**config.mk**
```make
export PLATFORM = sky130hd
export DESIGN_NAME = lzss_fifo
export DESIGN_NICKNAME = d
export VERILOG_FILES = /design/src/hdl/lzss_stream_decoder_macros.svh /design/src/hdl/lzss_fifo.sv
export SDC_FILE = /design/constraint.sdc
export NUM_CORES = 1
export LEC_CHECK = 0
export ABC_AREA = 1
export BUFFER_PORTS_ARGS = -buffer_cell sky130_fd_sc_hd__buf_2
export CAP_MARGIN = 20
export CELL_PAD_IN_SITES_DETAIL_PLACEMENT = 0
export CELL_PAD_IN_SITES_GLOBAL_PLACEMENT = 2
export CORE_MARGIN = 3
export CORE_UTILIZATION = 36
export CTS_CLUSTER_SIZE = 16
export DETAILED_ROUTE_END_ITERATION = 12
export PLACE_DENSITY = 0.79
export SLEW_MARGIN = 5
export SYNTH_ARGS = -nofsm -noshare
export SYNTH_HDL_FRONTEND = slang
export SYNTH_SLANG_ARGS = --single-unit
```
**constraint.sdc**
```tcl
create_clock -name clk -period 2.25 [get_ports clk]
set_clock_uncertainty 0.15 [all_clocks]
set_input_delay 0.225 -clock clk [delete_from_list [all_inputs] [get_ports clk]]
set_output_delay 0.225 -clock clk [all_outputs]
set_load 0.02 [all_outputs]
```
**src/hdl/lzss_stream_decoder_macros.svh**
```systemverilog
// Assertion helpers for the LZSS stream decoder.
// Both macros sample on clk and hold off while rst_n is low.
`ifndef LZSS_STREAM_DECODER_MACROS_SVH
`define LZSS_STREAM_DECODER_MACROS_SVH

`ifndef NO_ASSERTIONS

// Same-cycle implication.
`define LZSS_ASSERT_IMP(label, ante, cons, msg) \
    label: assert property (@(posedge clk) disable iff (!rst_n) (ante) |-> (cons)) \
        else $error(msg);

// Next-cycle implication.
`define LZSS_ASSERT_NXT(label, ante, cons, msg) \
    label: assert property (@(posedge clk) disable iff (!rst_n) (ante) |=> (cons)) \
        else $error(msg);

`else

`define LZSS_ASSERT_IMP(label, ante, cons, msg)
`define LZSS_ASSERT_NXT(label, ante, cons, msg)

`endif

`endif

```
**src/hdl/lzss_fifo.sv**
```systemverilog
module lzss_fifo #(
    parameter int WIDTH = 8,
    parameter int DEPTH = 4
) (
    input  logic                   clk,
    input  logic                   rst_n,
    input  logic                   push_valid,
    output logic                   push_ready,
    input  logic [WIDTH-1:0]       push_data,
    output logic                   pop_valid,
    input  logic                   pop_ready,
    output logic [WIDTH-1:0]       pop_data,
    output logic [$clog2(DEPTH):0] count
);

    localparam int AW = $clog2(DEPTH);

    logic [WIDTH-1:0] slot_reg [DEPTH];
    logic [AW-1:0]    wr_ptr_reg;
    logic [AW-1:0]    rd_ptr_reg;
    logic [AW:0]      count_reg;
    logic [AW:0]      count_next;
    logic             push;
    logic             pop;

    assign push_ready = (count_reg != (AW+1)'(DEPTH));
    assign pop_valid  = (count_reg != '0);
    assign pop_data   = slot_reg[rd_ptr_reg];
    assign count      = count_reg;
    assign push       = push_valid && push_ready;
    assign pop        = pop_valid && pop_ready;

    always_comb
    begin
        count_next = count_reg;
        if (push && !pop)
        begin
            count_next = count_reg + 1'b1;
        end
        else if (pop && !push)
        begin
            count_next = count_reg - 1'b1;
        end
    end

    always_ff @(posedge clk or negedge rst_n)
    begin
        if (!rst_n)
        begin
            wr_ptr_reg <= '0;
            rd_ptr_reg <= '0;
            count_reg  <= '0;
        end
        else
        begin
            if (push)
            begin
                wr_ptr_reg <= wr_ptr_reg + 1'b1;
            end
            if (pop)
            begin
                rd_ptr_reg <= rd_ptr_reg + 1'b1;
            end
            count_reg <= count_next;
        end
    end

    always_ff @(posedge clk)
    begin
        if (push)
        begin
            slot_reg[wr_ptr_reg] <= push_data;
        end
    end

endmodule

```
==> impl_metrics.yaml <==
outcome:
  status: "finished, final reports clean"
cts:
  cts_sinks: 39
  cts_tree: "built"
  post_cts_buffers: 0
  clock-root-buffer: "clkbuf_8"
  insertion_delay_ps: 290
  numCtsBuffers: 5
  cts_max_path_buffers: 2
  clk_pin_slew_ps: 70
  cts_resized: 0
  htreeDepth: 2
global_routing:
  antenna_found_initial: 0
  gr-total-overflow: 0
  grt_max_degree: 34
  grt_pass1_wl_um: 4970
  track_usage_pct: 12.5
  grt_pass1_vias: 1044
floorplan:
  initial_utilization_pct: 38.6
  die_w_um: 75.5
  die_h_um: 75.5
  dieArea_mm2: 0.00570
  io_pins: 25
  placementRows: 24
  coreArea_mm2: 0.00450
power:
  swShare_pct: 40.7
  p_leak_nw: 0.923
  combPwrFrac_pct: 41.8
  power_density_mw_per_mm2: 1280
  p_clk_share_pct: 16.8
  switchingPower_w: 0.00107
  p_seq_share_pct: 41.4
  ir_drop_uv: 487
  power.internal_w: 0.00156
sta:
  period_needed_ps: 2040
  worst_pin_slew_ps: 511
  hold_viol_final: 0
  maxSlewViolCount: 0
  rsz0062_at_grt: "false"
  tns_ps: 0
  relSlewSlack_pct: 65.9
  fmax_ghz: 0.491
  period_share_pct: 90.5
  setup_viol: 0
critical_path:
  reg2regPathDepth: 9
  crit_path_end_kind: "flip-flop"
  timing.rr.start: "count[0]$_DFFE_PN0P_"
  startpoint_type: "flip-flop"
  crit_fanout: 7
  r2r_end: "count[1]$_DFFE_PN0P_"
  regToRegSetupSlack_ps: 210
  cp.required_ps: 2270
  worstSetupPathType: "reg -> reg"
  crit_arrival_ps: 2060
place:
  io_buffers: 24
  dpl.hpwl_um: 2080
  placed_area_mm2: 0.00191
  place.gp.congestion: 0.695
logic_synthesis:
  synth_edf_count: 32
  synthCells: 152
  synthArstFlopShare_pct: 17.9
  synth_area_mm2: 0.00174
  synth-warning-count: 0
  avgSynthCellArea_um2: 11.4
  yosysSeqAreaShare_pct: 65.3
  syn-num-nets: 170
  yosys_most_used_dff: "edfxtp_1"
  ys_seq_elements: 39
  synth_cell_types: 18
cells_and_area:
  fin_nets: 207
  area_growth_pct: 18.0
  drive_above_1_share_pct: 20.5
  n_antenna_cell: 0
  design_area_mm2: 0.00205
  largest_register_ffs: 32
worst_hold_path:
  hold_path.class: "in -> reg"
  holdPathStages: 1
  worst_hold_path.endpoint: "slot_reg[1][7]$_DFFE_PP_"
  min_from: "push_data[7]"
detailed_routing:
  routed_wirelength_um: 3090
  first_iter_violations: 119
  vias: 1095
  drt_pre_antenna_iters: 4
  via_per_inst: 4.52
  antenna_left: 0
  drc: 0
  avgRoutedWirePerCell_um: 12.8
run:
  maxCapViolations: 0
-- worst max-delay path, stage by stage, from the launching register on --
cell     delay [ps]
dfrtp_1         440
inv_1           120
nand3_2         120
nand2_2         140
inv_1            60
ha_1            210
inv_1           100
fa_1            430
nand2_1          70
o21ai_0          80
-- per-stage QoR --
step	power (W)	utilization, %	setup WS (ps)	cells	hold slack, ps
floorplan	0.00191	-	178	152	-221
global placement	0.00217	42.4	336	228	-82.7
detailed placement	0.00222	42.4	212	228	-77.0
CTS	0.00267	45.1	191	240	0.587
global route	0.00285	45.6	53.1	242	4.71
finish	0.00264	45.6	213	242	5.88
-- placed cells by master, fill, tap and decap left out --
| cell | synthesis | final |
|---|---|---|
| clkbuf_1 | 0 | 2 |
| clkinv_2 | 0 | 1 |
| buf_2 | 0 | 24 |
| nand2_2 | 1 | 1 |
| xnor2_1 | 1 | 1 |
| o21ai_0 | 1 | 1 |
| clkbuf_8 | 1 | 5 |
| fa_1 | 1 | 1 |
| inv_2 | 2 | 2 |
| dlygate4sd3_1 | 0 | 6 |
| buf_4 | 1 | 4 |
| nand3_2 | 2 | 2 |
| nand2_1 | 40 | 40 |
| edfxtp_1 | 32 | 32 |
| dfrtp_1 | 7 | 7 |
| ha_1 | 5 | 5 |
| nand4_1 | 1 | 1 |
| o211ai_1 | 16 | 16 |
| inv_1 | 30 | 30 |
| nand3_1 | 5 | 5 |
| nor2_1 | 4 | 4 |
-- routing by layer --
metal / wire (um) / GRT usage (%)
met1: 1360 / 14.1
met2: 1540 / 21.8
met3: 144 / 4.22
met4: 48 / 5.24
met5: 0 / 0
-- worst max-delay path by stage --
stage,from,to,depth (start not counted)
3_5_place_dp,count[0]$_DFFE_PN0P_,count[1]$_DFFE_PN0P_,9
6_report,count[0]$_DFFE_PN0P_,count[1]$_DFFE_PN0P_,9
2_1_floorplan,count[0]$_DFFE_PN0P_,count[1]$_DFFE_PN0P_,9
4_1_cts,count[0]$_DFFE_PN0P_,count[1]$_DFFE_PN0P_,9
3_3_place_gp,count[0]$_DFFE_PN0P_,count[1]$_DFFE_PN0P_,9
5_1_grt,count[0]$_DFFE_PN0P_,count[2]$_DFFE_PN0P_,11
-- final cells by class --
cell class,instances,area (um2)
inverter,32,120
tap,52,65.1
timing repair buffer,34,210
clock buffer,7,76.3
fill,423,2450
multi-input combinational,77,439
sequential,39,1140
clock inverter,1,5.00
-- synth_stat cells, types with 2 or more instances --
| cell type | n | area share, % |
|---|---|---|
| nand2_1 | 40 | 8.6 |
| edfxtp_1 | 32 | 55 |
| inv_1 | 30 | 6.5 |
| o211ai_1 | 16 | 6.9 |
| dfrtp_1 | 7 | 10 |
| ha_1 | 5 | 3.6 |
| nand3_1 | 5 | 1.4 |
| nor2_1 | 4 | 0.86 |
| buf_6 | 2 | 1.3 |
| inv_2 | 2 | 0.43 |
| nand3_2 | 2 | 1.2 |
-- repair_timing --
| action | in CTS | in global routing |
|---|---|---|
| endpoints found under the hold margin | 16 | 8 |
| setup endpoints to repair | 0 | 0 |
| hold buffers | 4 | 2 |
-- logic make-up (layout without fill, tap and decap cells) --
kind of cell	after synthesis	after routing	synth area share, %
compound gates	17	17	7.19
xor+xnor	1	1	0.504
fa+ha+maj	6	6	4.75
buf+inv	36	74	9.42
flops	39	39	65.3
simple gates	53	53	12.8
-- power groups by stage --
| stage | sequential (W) | combinational [W] | clock, W |
|---|---|---|---|
| 6_report | 0.00109 | 0.00110 | 0.000443 |
| 5_1_grt | 0.00112 | 0.00125 | 0.000484 |
| 4_1_cts | 0.00109 | 0.00112 | 0.000454 |
| 3_5_place_dp | 0.00111 | 0.00111 | 0 |
| 3_3_place_gp | 0.00110 | 0.00107 | 0 |
| 2_1_floorplan | 0.00109 | 0.000818 | 0 |
No activity file was read; power rests on OpenSTA's default activity.
