$ cat src/hdl/lzss_stream_decoder_macros.svh
// Assertion helpers for the LZSS stream decoder.
// Both macros sample on clk and hold off while rst_n is low.
`ifndef LZSS_STREAM_DECODER_MACROS_SVH
`define LZSS_STREAM_DECODER_MACROS_SVH

`ifndef NO_ASSERTIONS

// Same-cycle implication.
`define LZSS_ASSERT_IMP(label, ante, cons, msg) \
    label: assert property (@(posedge clk) disable iff (!rst_n) (ante) |-> (cons)) \
        else $error(msg);

// Next-cycle implication.
`define LZSS_ASSERT_NXT(label, ante, cons, msg) \
    label: assert property (@(posedge clk) disable iff (!rst_n) (ante) |=> (cons)) \
        else $error(msg);

`else

`define LZSS_ASSERT_IMP(label, ante, cons, msg)
`define LZSS_ASSERT_NXT(label, ante, cons, msg)

`endif

`endif

$ cat src/hdl/lzss_pkg.sv
package lzss_pkg;

    // operation codes
    localparam logic [1:0] OP_START  = 2'd0;
    localparam logic [1:0] OP_SOURCE = 2'd1;
    localparam logic [1:0] OP_DRAIN  = 2'd2;

    // result kinds
    localparam logic [1:0] KIND_DATA      = 2'd0;
    localparam logic [1:0] KIND_BAD_MAGIC = 2'd1;
    localparam logic [1:0] KIND_BUSY      = 2'd2;

    // queue sizes (powers of two)
    localparam int CMD_QUEUE_DEPTH = 2;
    localparam int OUT_QUEUE_DEPTH = 4;
    localparam int OUT_CNT_W       = $clog2(OUT_QUEUE_DEPTH) + 1;

    typedef struct packed {
        logic [1:0] operation;
        logic [7:0] source_byte;
    } in_item_t;

    typedef struct packed {
        logic [1:0] kind;
        logic [7:0] data_byte;
        logic       last_byte;
        logic       run_pending;
    } out_item_t;

    // decoded command, front to back
    typedef struct packed {
        logic       start;
        logic       source;
        logic       drain;
        logic [7:0] src_byte;
    } cmd_t;

    // header magic "NPK1"
    function automatic logic [7:0] magic_byte(input logic [1:0] idx);
        logic [7:0] b;
        case (idx)
            2'd0:    b = 8'h4E;
            2'd1:    b = 8'h50;
            2'd2:    b = 8'h4B;
            2'd3:    b = 8'h31;
            default: b = 8'h00;
        endcase
        return b;
    endfunction

endpackage

$ cat src/hdl/lzss_fifo.sv
module lzss_fifo #(
    parameter int WIDTH = 8,
    parameter int DEPTH = 4
) (
    input  logic                   clk,
    input  logic                   rst_n,
    input  logic                   push_valid,
    output logic                   push_ready,
    input  logic [WIDTH-1:0]       push_data,
    output logic                   pop_valid,
    input  logic                   pop_ready,
    output logic [WIDTH-1:0]       pop_data,
    output logic [$clog2(DEPTH):0] count
);

    localparam int AW = $clog2(DEPTH);

    logic [WIDTH-1:0] slot_reg [DEPTH];
    logic [AW-1:0]    wr_ptr_reg;
    logic [AW-1:0]    rd_ptr_reg;
    logic [AW:0]      count_reg;
    logic [AW:0]      count_next;
    logic             push;
    logic             pop;

    assign push_ready = (count_reg != (AW+1)'(DEPTH));
    assign pop_valid  = (count_reg != '0);
    assign pop_data   = slot_reg[rd_ptr_reg];
    assign count      = count_reg;
    assign push       = push_valid && push_ready;
    assign pop        = pop_valid && pop_ready;

    always_comb
    begin
        count_next = count_reg;
        if (push && !pop)
        begin
            count_next = count_reg + 1'b1;
        end
        else if (pop && !push)
        begin
            count_next = count_reg - 1'b1;
        end
    end

    always_ff @(posedge clk or negedge rst_n)
    begin
        if (!rst_n)
        begin
            wr_ptr_reg <= '0;
            rd_ptr_reg <= '0;
            count_reg  <= '0;
        end
        else
        begin
            if (push)
            begin
                wr_ptr_reg <= wr_ptr_reg + 1'b1;
            end
            if (pop)
            begin
                rd_ptr_reg <= rd_ptr_reg + 1'b1;
            end
            count_reg <= count_next;
        end
    end

    always_ff @(posedge clk)
    begin
        if (push)
        begin
            slot_reg[wr_ptr_reg] <= push_data;
        end
    end

endmodule

$ cat src/hdl/lzss_front.sv
module lzss_front
    import lzss_pkg::*;
(
    input  logic     clk,
    input  logic     rst_n,
    input  logic     src_valid,
    output logic     src_ready,
    input  in_item_t src_item,
    output logic     cmd_valid,
    input  logic     cmd_ready,
    output cmd_t     cmd
);

    cmd_t                           cls;
    logic [$clog2(CMD_QUEUE_DEPTH):0] fill;

    // unused operation code becomes an empty command
    always_comb
    begin
        cls          = '0;
        cls.src_byte = src_item.source_byte;
        case (src_item.operation)
            OP_START:  cls.start  = 1'b1;
            OP_SOURCE: cls.source = 1'b1;
            OP_DRAIN:  cls.drain  = 1'b1;
            default:   ;
        endcase
    end

    lzss_fifo #(
        .WIDTH ($bits(cmd_t)),
        .DEPTH (CMD_QUEUE_DEPTH)
    ) u_cmd_q (
        .clk        (clk),
        .rst_n      (rst_n),
        .push_valid (src_valid),
        .push_ready (src_ready),
        .push_data  (cls),
        .pop_valid  (cmd_valid),
        .pop_ready  (cmd_ready),
        .pop_data   (cmd),
        .count      (fill)
    );

    // one entry is always free while the back keeps up
    logic unused_fill;
    assign unused_fill = ^fill;

endmodule

$ cat config.mk
export PLATFORM = sky130hd
export DESIGN_NAME = lzss_front
export DESIGN_NICKNAME = d
export VERILOG_FILES = /design/src/hdl/lzss_stream_decoder_macros.svh /design/src/hdl/lzss_pkg.sv /design/src/hdl/lzss_fifo.sv /design/src/hdl/lzss_front.sv
export SDC_FILE = /design/constraint.sdc
export NUM_CORES = 1
export LEC_CHECK = 0
export BUFFER_PORTS_ARGS = -buffer_cell sky130_fd_sc_hd__buf_2
export CAP_MARGIN = 10
export CORE_ASPECT_RATIO = 0.9
export CORE_MARGIN = 2
export CORE_UTILIZATION = 54
export CTS_CLUSTER_DIAMETER = 80
export CTS_CLUSTER_SIZE = 40
export DETAILED_ROUTE_END_ITERATION = 8
export PLACE_DENSITY = 0.82
export SYNTH_ARGS = -nofsm -noshare
export SYNTH_HDL_FRONTEND = slang
export SYNTH_SLANG_ARGS = --single-unit
$ cat constraint.sdc
create_clock -name clk -period 4.2 [get_ports clk]
set_clock_uncertainty 0.05 [all_clocks]
set_input_delay 0.84 -clock clk [delete_from_list [all_inputs] [get_ports clk]]
set_output_delay 0.84 -clock clk [all_outputs]
set_load 0.03 [all_outputs]
==> results of run 1 <==
[critical path, stage by stage (launching register included)]
cell and delay [ns]:
dfrtp_1 0.68, mux2_2 0.40, buf_2 0.18
[kinds of logic (layout without fill, tap and decap cells)]
group,after synthesis,in the layout,share of synthesized area
xor gates and xnor gates,5,5,0.0430
adders and majority gates,1,1,0.0123
buffers and inverters,2,31,0.0110
DFF,26,26,0.746
muxes,11,11,0.121
and+or+nand+nor,10,10,0.0663
[cell usage after synthesis, drive strengths merged, types with 2 or more instances]
| library cell | instances | area share |
|---|---|---|
| dfrtp | 4 | 0.098 |
| edfxtp | 22 | 0.65 |
| mux2 | 11 | 0.12 |
| nand2 | 2 | 0.015 |
| nor2 | 3 | 0.011 |
| nor2b | 2 | 0.012 |
| xnor2 | 3 | 0.026 |
| xor2 | 2 | 0.017 |
[placed cells by master (no fill, tap or decap)]
cell type  count
nand2_1        1
or2_4          1
ha_1           1
buf_2         26
xnor2_1        3
nand2b_4       1
edfxtp_1      22
inv_1          1
nand2_4        1
clkbuf_1       1
nor2b_1        2
clkbuf_4       3
dfrtp_1        4
and3_1         1
nor2_1         3
xor2_1         2
mux2_2        11
[cell type report]
class,count,share of cell area
repair buffers,26,0.109
well taps,24,0.0251
multi-input cells,27,0.207
clock buffers,4,0.0219
inverters,1,0.00313
flip-flops and latches,26,0.635
[report_power, final]
group / internal [mW] / total [mW] / switching, mW
Clock: 0.0369 / 0.102 / 0.0646
Combinational: 0.140 / 0.348 / 0.208
Sequential: 0.359 / 0.410 / 0.0503
Total: 0.536 / 0.859 / 0.323
[metal layers]
| layer | routed length [µm] | up-vias | track usage |
|---|---|---|---|
| met5 | 0 | - | 0 |
| met4 | 19 | 0 | 0.0667 |
| met3 | 64 | 2 | 0.0298 |
| met2 | 613 | 16 | 0.197 |
| met1 | 665 | 242 | 0.205 |
| li1 | - | 259 | - |
[metrics by stage]
stage	worst slack, ns	area [µm²]	std cells	utilization
finish	1.76	1200	108	0.698
global route	1.67	1200	108	0.698
CTS	1.76	1200	108	0.698
detailed placement	2.02	1170	104	0.683
global placement	2.08	1170	104	0.683
floorplan	2.35	1020	55	-
[worst paths after layout]
| check | startpoint | depth (start not counted) | slack [ns] | endpoint |
|---|---|---|---|---|
| worst max-delay path | u_cmd_q.rd_ptr_reg | 2 | 1.76 | cmd[10] |
| worst min-delay path | rst_n | 1 | 0.27 | u_cmd_q.count[0] |
| worst max register to register | u_cmd_q.count[0] | 3 | 2.41 | u_cmd_q.slot_reg[0][4] |
| worst min register to register | u_cmd_q.wr_ptr_reg | 1 | 0.46 | u_cmd_q.wr_ptr_reg |
| max in group asynchronous | rst_n | 1 | 3.72 | u_cmd_q.rd_ptr_reg |
| min in group clk | u_cmd_q.wr_ptr_reg | 1 | 0.46 | u_cmd_q.wr_ptr_reg |
==> impl_results.md, run 1 <==
* Die area at 0.00225 mm²
* Clk slew on worst S/H paths at 0.12 ns
* FF+latch area at 761 µm²
* Sequential share of the synthesized area at 0.746
* Antenna-violating nets left at 0
* Die Span X at 49.8 µm
* Via density at 4.81
* H-tree depth at 1
* CP Capture Type: output pin
* Setup tns final at 0 ns
* IO Pins at 27
* # diodes at 0
* Asr flop ratio synth at 0.154
* RSZ-0062 raised after global routing: no
* Post-synth EDFFs at 22
* Main synth FF type: edfxtp_1
* Layout area overhead at 17.5%
* Cts bufs inserted at 3
* Detailed Routing Iterations Pass 1 at 2
* Area of the multi-input gates at 248 µm²
* # rows at 14
* Min Hold Slack at 0.267 ns
* DRC Markers at 0
* Status: finished, final reports clean
* Syn Area/Cell at 18.5 µm²
* Endpoints failing hold at 0
* CP Launch Type: flip-flop
* Placed wire-length estimate at 1.00 mm
* Critical path type: flip-flop to output pin
* Post-Synthesis Cells at 55
* Worst slew pin tran at 0.879 ns
* CTS tree: done
* Initial antenna violation count at 0
* CTS max path bufs at 2
* Vias in the first global route at 446
* Post-layout min period at 2.44 ns
* Max Clk Rate at 410 MHz
* CTS sink cnt at 26
* Resized cells post-CTS at 0
* Port Buffers at 26
* Root buffer cell: clkbuf_4
* Starting Density at 0.594
* Pwr/cell area at 717 mW/mm²
* Max-slew violations at 0
* Final GP Congestion at 0.702
* Final nets at 100
* Clock Latency Late Sink at 0.30 ns
* Core ar. at 0.00172 mm²
* Cell area after synthesis at 0.00102 mm²
* Max Cap Violations at 0
* All-layer global routing usage at 0.138
* Relative slew slack at 0.412
* Fillers at 132
* Crit Path Max Fanout at 12
* Total congestion overflow at 0
* Layout cells sized above 1 at 0.512
* DR WL/cell at 12.6 µm
* Synthesis Warnings at 0
* Post-CTS Setup Inserts at 0
* Synth Register Bits at 26
* Largest net degree at the start of global routing at 15
* Maximum vdd drop at 0.476 mV
* Syn_nets at 70
* Synth cell types at 15
* Critical Path AT at 1.55 ns
* Fin crit share at 0.581
* Vias at 519
* Cts-stage hold buffer count at 0
* Endpoints failing setup at 0
* Pleak at 0.479 nW
* Final Routed Wirelength at 1.36 mm
* Die Ht at 45.2 µm
* HP Class: input pin to asynchronous set/reset pin
* Max FFs per register at 22
* First-pass GRT wire length at 2.16 mm
* DR iter-0 viols at 3
* CP Data Required Time at 3.31 ns
* Total power at 0.859 mW
Note: power is estimated with default switching activity, not from simulation.
==> inputs of run 2 (changes only) <==
--- a/config.mk
+++ b/config.mk
@@ -9,11 +9,11 @@
 export CAP_MARGIN = 10
 export CORE_ASPECT_RATIO = 0.9
 export CORE_MARGIN = 2
-export CORE_UTILIZATION = 54
+export CORE_UTILIZATION = 45
 export CTS_CLUSTER_DIAMETER = 80
 export CTS_CLUSTER_SIZE = 40
 export DETAILED_ROUTE_END_ITERATION = 8
-export PLACE_DENSITY = 0.82
+export PLACE_DENSITY = 0.73
 export SYNTH_ARGS = -nofsm -noshare
 export SYNTH_HDL_FRONTEND = slang
 export SYNTH_SLANG_ARGS = --single-unit
==> constraint.sdc (replaced) <==
create_clock -name clk -period 2.2 [get_ports clk]
set_clock_uncertainty 0.05 [all_clocks]
set_input_delay 0.44 -clock clk [delete_from_list [all_inputs] [get_ports clk]]
set_output_delay 0.44 -clock clk [all_outputs]
set_load 0.03 [all_outputs]
==> run 2 against run 1 <==
Flip-flop and latch count did not move. Register-to-register slack got worse by 1.8 ns. Largest power group unchanged. Die area rose by 18%. Cell count rose by 4.6%.
==> impl_results.md, run 2 (synthesis gave the netlist of run 1 again) <==
* CP Launch Type: flip-flop
* Final nets at 102 (+2.0%)
* Maximum vdd drop at 0.866 mV (+82%)
* Post-CTS Setup Inserts at 0 (unchanged)
* RSZ-0062 raised after global routing: no
* Vias in the first global route at 516 (+16%)
* CP Capture Type: output pin
* Die area at 0.00266 mm² (+18%)
* Antenna-violating nets left at 0 (unchanged)
* Via density at 4.72 (-1.8%)
* DRC Markers at 0 (unchanged)
* Die Span X at 54.2 µm (+8.8%)
* Detailed Routing Iterations Pass 1 at 4 (+2)
* Final Routed Wirelength at 1.51 mm (+11%)
* Resized cells post-CTS at 0 (unchanged)
* All-layer global routing usage at 0.121 (-0.0169)
* Total congestion overflow at 0 (unchanged)
* # rows at 16 (+2)
* Endpoints failing hold at 0 (unchanged)
* Layout cells sized above 1 at 0.523 (+0.0114)
* Max Cap Violations at 0 (unchanged)
* Die Ht at 49.2 µm (+8.7%)
* Max FFs per register at 22 (unchanged)
* DR iter-0 viols at 7 (+4)
* Crit Path Max Fanout at 12 (unchanged)
* Endpoints failing setup at 0 (unchanged)
* Initial antenna violation count at 0 (unchanged)
* CP Data Required Time at 1.71 ns (-1.60 ns)
* CTS tree: done
* Root buffer cell: clkbuf_4
* Largest net degree at the start of global routing at 15 (unchanged)
* CTS sink cnt at 26 (unchanged)
* Fin crit share at 0.932
* Clk slew on worst S/H paths at 0.13 ns (about the same)
* HP Class: input pin to flip-flop
* Post-layout min period at 2.05 ns
* Critical path's slowest cell: dfrtp_1
* H-tree depth at 1 (unchanged)
* Pleak at 0.494 nW (+3.2%)
* Core Util, Final at 0.569 (-0.129)
* First-pass GRT wire length at 2.29 mm (+6.1%)
* CP peak stage delay at 0.69 ns (about the same)
* Worst slew pin tran at 0.525 ns (-0.355 ns)
* DR WL/cell at 13.4 µm (+6.2%)
* Max Clk Rate at 488 MHz
* Core ar. at 0.00216 mm² (+26%)
* Commonest cells after routing, fill and taps aside: buf_2 (26), edfxtp_1 (22), mux2_2 (11), dfrtp_1 (4)
* CTS max path bufs at 2 (unchanged)
* IO Pins at 27 (unchanged)
* Layout area overhead at 20.6%
* Most common cell after layout, fill and taps aside: buf_2
* Critical Path AT at 1.56 ns (about the same)
* Cts-stage hold buffer count at 1 (+1)
* Clock Latency Late Sink at 0.30 ns (about the same)
* Relative slew slack at 0.650 (+0.239)
* Critical path type: flip-flop to output pin
* Vias at 533 (+2.7%)
* Setup tns final at 0 ns (unchanged)
* Final GP Congestion at 0.643 (-8.5%)
* Placed wire-length estimate at 1.11 mm (+11%)
* Worst path cell trace: mux2_2 > buf_2
* Pwr/cell area at 1380 mW/mm² (+93%)
* Status: finished, final reports clean
* # diodes at 0 (unchanged)
* Max-slew violations at 0 (unchanged)
* Min Hold Slack at 0.263 ns (-0.00423 ns)
* Port Buffers at 26 (unchanged)
* Fillers at 191 (+45%)
* Cts bufs inserted at 3 (unchanged)
* Starting Density at 0.472 (-0.122)
==> run 2: cell types whose count changed in the layout (fill, tap and decap cells not counted), sizes merged <==
cell         change
buf              +1
dlygate4sd3      +1
==> run 2: per-layer routing <==
| metal | vias to the layer above | global-route usage | share of wire |
|---|---|---|---|
| li1 | 263 | - | - |
| met1 | 256 | 0.154 | 0.45 |
| met2 | 14 | 0.199 | 0.49 |
| met3 | 0 | 0.0337 | 0.060 |
| met4 | 0 | 0.0375 | 0 |
| met5 | - | 0 | 0 |
==> run 2: through the flow <==
| step | power (mW) | instance area [µm²] | setup WS, ns | cells |
|---|---|---|---|---|
| after floorplan | 1.31 | 1020 | 0.573 | 55 |
| after global placement | 1.46 | 1180 | 0.497 | 108 |
| after detailed placement | 1.49 | 1180 | 0.490 | 108 |
| after CTS | 1.72 | 1230 | 0.116 | 113 |
| after global routing | 1.80 | 1230 | 0.0441 | 113 |
| final | 1.70 | 1230 | 0.150 | 113 |
==> run 2: area by class of cell <==
type / count / area (µm²) / area share
Sequential cell: 26 / 761 / 0.619
Clock buffer: 4 / 36.3 / 0.0295
Timing Repair Buffer: 28 / 148 / 0.120
Inverter: 1 / 3.75 / 0.00305
Tap cell: 27 / 33.8 / 0.0275
Multi-Input combinational cell: 27 / 248 / 0.201
==> run 2: critical path: cells and delay by family, from the launching register on <==
| kind | cells | cell delay, ns |
|---|---|---|
| buf+inv | 1 | 0.18 |
| mux | 1 | 0.39 |
| flops | 1 | 0.69 |
==> run 2: where the power goes <==
group / internal [mW] / switching [mW] / leakage [nW]
logic: 0.277 / 0.409 / 0.221
clock network: 0.101 / 0.129 / 0.0210
registers: 0.685 / 0.0998 / 0.252
==> run 2: worst paths after layout <==
path	depth (start not counted)	from	to	slack [ns]
min	1	src_item[1]	u_cmd_q.slot_reg[0][1]	0.26
max in group asynchronous	2	rst_n	u_cmd_q.rd_ptr_reg	1.59
min reg2reg	1	u_cmd_q.wr_ptr_reg	u_cmd_q.wr_ptr_reg	0.46
max	2	u_cmd_q.rd_ptr_reg	cmd[10]	0.15
min in group asynchronous	2	rst_n	u_cmd_q.count[0]	0.40
max reg2reg	6	u_cmd_q.count[0]	u_cmd_q.count[1]	0.62
==> inputs of run 3 (changes only) <==
--- a/config.mk
+++ b/config.mk
@@ -9,11 +9,11 @@
 export CAP_MARGIN = 10
 export CORE_ASPECT_RATIO = 0.9
 export CORE_MARGIN = 2
-export CORE_UTILIZATION = 45
+export CORE_UTILIZATION = 54
 export CTS_CLUSTER_DIAMETER = 80
 export CTS_CLUSTER_SIZE = 40
 export DETAILED_ROUTE_END_ITERATION = 8
-export PLACE_DENSITY = 0.73
+export PLACE_DENSITY = 0.82
 export SYNTH_ARGS = -nofsm -noshare
 export SYNTH_HDL_FRONTEND = slang
 export SYNTH_SLANG_ARGS = --single-unit
==> constraint.sdc (replaced) <==
create_clock -name clk -period 2.4 [get_ports clk]
set_clock_uncertainty 0.05 [all_clocks]
set_input_delay 0.48 -clock clk [delete_from_list [all_inputs] [get_ports clk]]
set_output_delay 0.48 -clock clk [all_outputs]
set_load 0.03 [all_outputs]
==> run 3 against run 2 <==
Wire length fell by 1.8%. Utilization increased by 14 points. Sequential power is 8.7% lower. Clock power shrank 23%. Sequential share of layout area increased by 0.70 points. Global-route usage grew 3.2 points. Critical endpoint is now cmd[1]. Highest routed layer is now met4.
==> impl_results.md, run 3 (synthesis gave the netlist of run 1 again) <==
* HP Class: input pin to flip-flop
* Max Clk Rate at 479 MHz
* Crit Path Max Fanout at 12 (unchanged)
* CTS sink cnt at 26 (unchanged)
* Maximum vdd drop at 0.819 mV (-5.4%)
* Max Cap Violations at 0 (unchanged)
* First-pass GRT wire length at 2.37 mm (+3.3%)
* Pwr/cell area at 1250 mW/mm² (-9.6%)
* # rows at 14 (-2)
* Fin crit share at 0.869
* Critical path type: flip-flop to output pin
* Hold path start: src_item[2]
* Antenna-violating nets left at 0 (unchanged)
* Max FFs per register at 22 (unchanged)
* CTS max path bufs at 2 (unchanged)
* Die area at 0.00225 mm² (-15%)
* Layout cells sized above 1 at 0.512 (-0.0116)
* Layout area overhead at 19.3%
* R2R Setup Slk at 0.75 ns (+0.13 ns)
* Final GP Congestion at 0.639 (-0.64%)
* Die Span X at 49.8 µm (-8.1%)
* Vias at 542 (+1.7%)
* Endpoints failing hold at 0 (unchanged)
* Met2 wire length at 801 µm (+7.5%)
* Top routing layer in use: met4
* Relative slew slack at 0.665 (+0.0150)
* Port Buffers at 26 (unchanged)
* Starting Density at 0.594 (+0.122)
* Initial antenna violation count at 0 (unchanged)
* Largest net degree at the start of global routing at 15 (unchanged)
* Critical Path AT at 1.56 ns (about the same)
* Post-layout min period at 2.09 ns
* Setup tns final at 0 ns (unchanged)
* CP Capture Type: output pin
* Root buffer cell: clkbuf_4
* Placed wire-length estimate at 1.12 mm (+0.87%)
* CP Data Required Time at 1.87 ns (+0.16 ns)
* DR iter-0 viols at 12 (+5)
* All-layer global routing usage at 0.154 (+0.0321)
* Commonest cells after routing, fill and taps aside: buf_2 (26), edfxtp_1 (22), mux2_2 (11), dfrtp_1 (4)
* Vias in the first global route at 580 (+12%)
* Detailed Routing Iterations Pass 1 at 4 (unchanged)
* IO Pins at 27 (unchanged)
* Placed Area at 0.00118 mm² (-0.32%)
* Hold EP: u_cmd_q.slot_reg[1][2]
* Pleak at 0.488 nW (-1.2%)
* Met3 Routed Length at 64 µm (-30%)
* R2R depth at 4 (-2)
* Status: finished, final reports clean
* Finished layout cell area at 0.00122 mm² (-1.1%)
* Post-Place Worst Slack at 0.652 ns (+0.163 ns)
* Die Ht at 45.2 µm (-8.0%)
* Cts bufs inserted at 3 (unchanged)
* M1 WL at 592 µm (-13%)
* CTS tree: done
* Max-slew violations at 0 (unchanged)
* H-tree depth at 1 (unchanged)
* Clock Latency Late Sink at 0.30 ns (about the same)
* PnR worst setup slack at 0.314 ns (+0.164 ns)
* Final Routed Wirelength at 1.49 mm (-1.8%)
* DR WL/cell at 13.5 µm (+0.90%)
* Worst slew pin tran at 0.502 ns (-0.0225 ns)
* DRC Markers at 0 (unchanged)
* CP Launch Type: flip-flop
* # diodes at 0 (unchanged)
* Resized cells post-CTS at 0 (unchanged)
* Endpoints failing setup at 0 (unchanged)
* Fillers at 146 (-24%)
* Worst reg2reg startpoint: u_cmd_q.count[0]
* Total congestion overflow at 0 (unchanged)
* RSZ-0062 raised after global routing: no
* Via density at 4.93 (+4.5%)
* Core ar. at 0.00172 mm² (-21%)
* Hold path cells at 1 (unchanged)
* Final nets at 102 (unchanged)
* Most common cell after layout, fill and taps aside: buf_2
* Clk slew on worst S/H paths at 0.12 ns (about the same)
* FF-to-FF End: u_cmd_q.slot_reg[0][3]
==> run 3: metrics by stage <==
step | hold WS (ns) | util | cells | total power [mW]
5_1_grt | 0.284 | 0.708 | 110 | 1.61
3_3_place_gp | 0.241 | 0.687 | 105 | 1.34
4_1_cts | 0.293 | 0.708 | 110 | 1.54
6_report | 0.301 | 0.708 | 110 | 1.52
2_1_floorplan | 0.134 | - | 55 | 1.20
3_5_place_dp | 0.241 | 0.687 | 105 | 1.36
==> run 3: layout make-up <==
class,count,area (µm²),share of cell area
flip-flops and latches,26,761,0.626
multi-input cells,27,248,0.204
repair buffers,28,148,0.121
well taps,24,30.0,0.0247
clock buffers,4,26.3,0.0216
inverters,1,3.75,0.00309
==> run 3: what timing repair did <==
item / 4_1_cts / 5_1_grt
buffers inserted: 0 / 0
hold buffers: 1 / 0
endpoints found under the hold margin: 4 / 0
==> run 3: layer usage <==
metal,global-route usage,vias to the layer above
met1,0.151,257
li1,-,261
met5,0,-
met2,0.304,20
met3,0.0232,4
met4,0.100,0
==> run 3: worst max-delay path: stages, from the launching register on <==
cell	delay [ns]
dfrtp_1	0.67
mux2_2	0.40
buf_2	0.18
==> run 3: power breakdown <==
group | internal (mW) | switching (mW) | total, mW | leakage [nW]
sequential | 0.628 | 0.0894 | 0.717 | 0.252
combinational | 0.253 | 0.372 | 0.625 | 0.221
clock | 0.0648 | 0.113 | 0.178 | 0.0150
total | 0.946 | 0.574 | 1.52 | 0.488
==> run 3: how the worst max path moves through the flow <==
stage	from	slack, ns	end	cells past startpoint
finish	u_cmd_q.rd_ptr_reg	0.31	cmd[1]	2
detailed placement	u_cmd_q.rd_ptr_reg	0.65	cmd[1]	2
global route	u_cmd_q.rd_ptr_reg	0.22	cmd[1]	2
floorplan	u_cmd_q.count[0]	0.77	u_cmd_q.slot_reg[0][0]	3
CTS	u_cmd_q.rd_ptr_reg	0.29	cmd[1]	2
global placement	u_cmd_q.rd_ptr_reg	0.65	cmd[5]	2
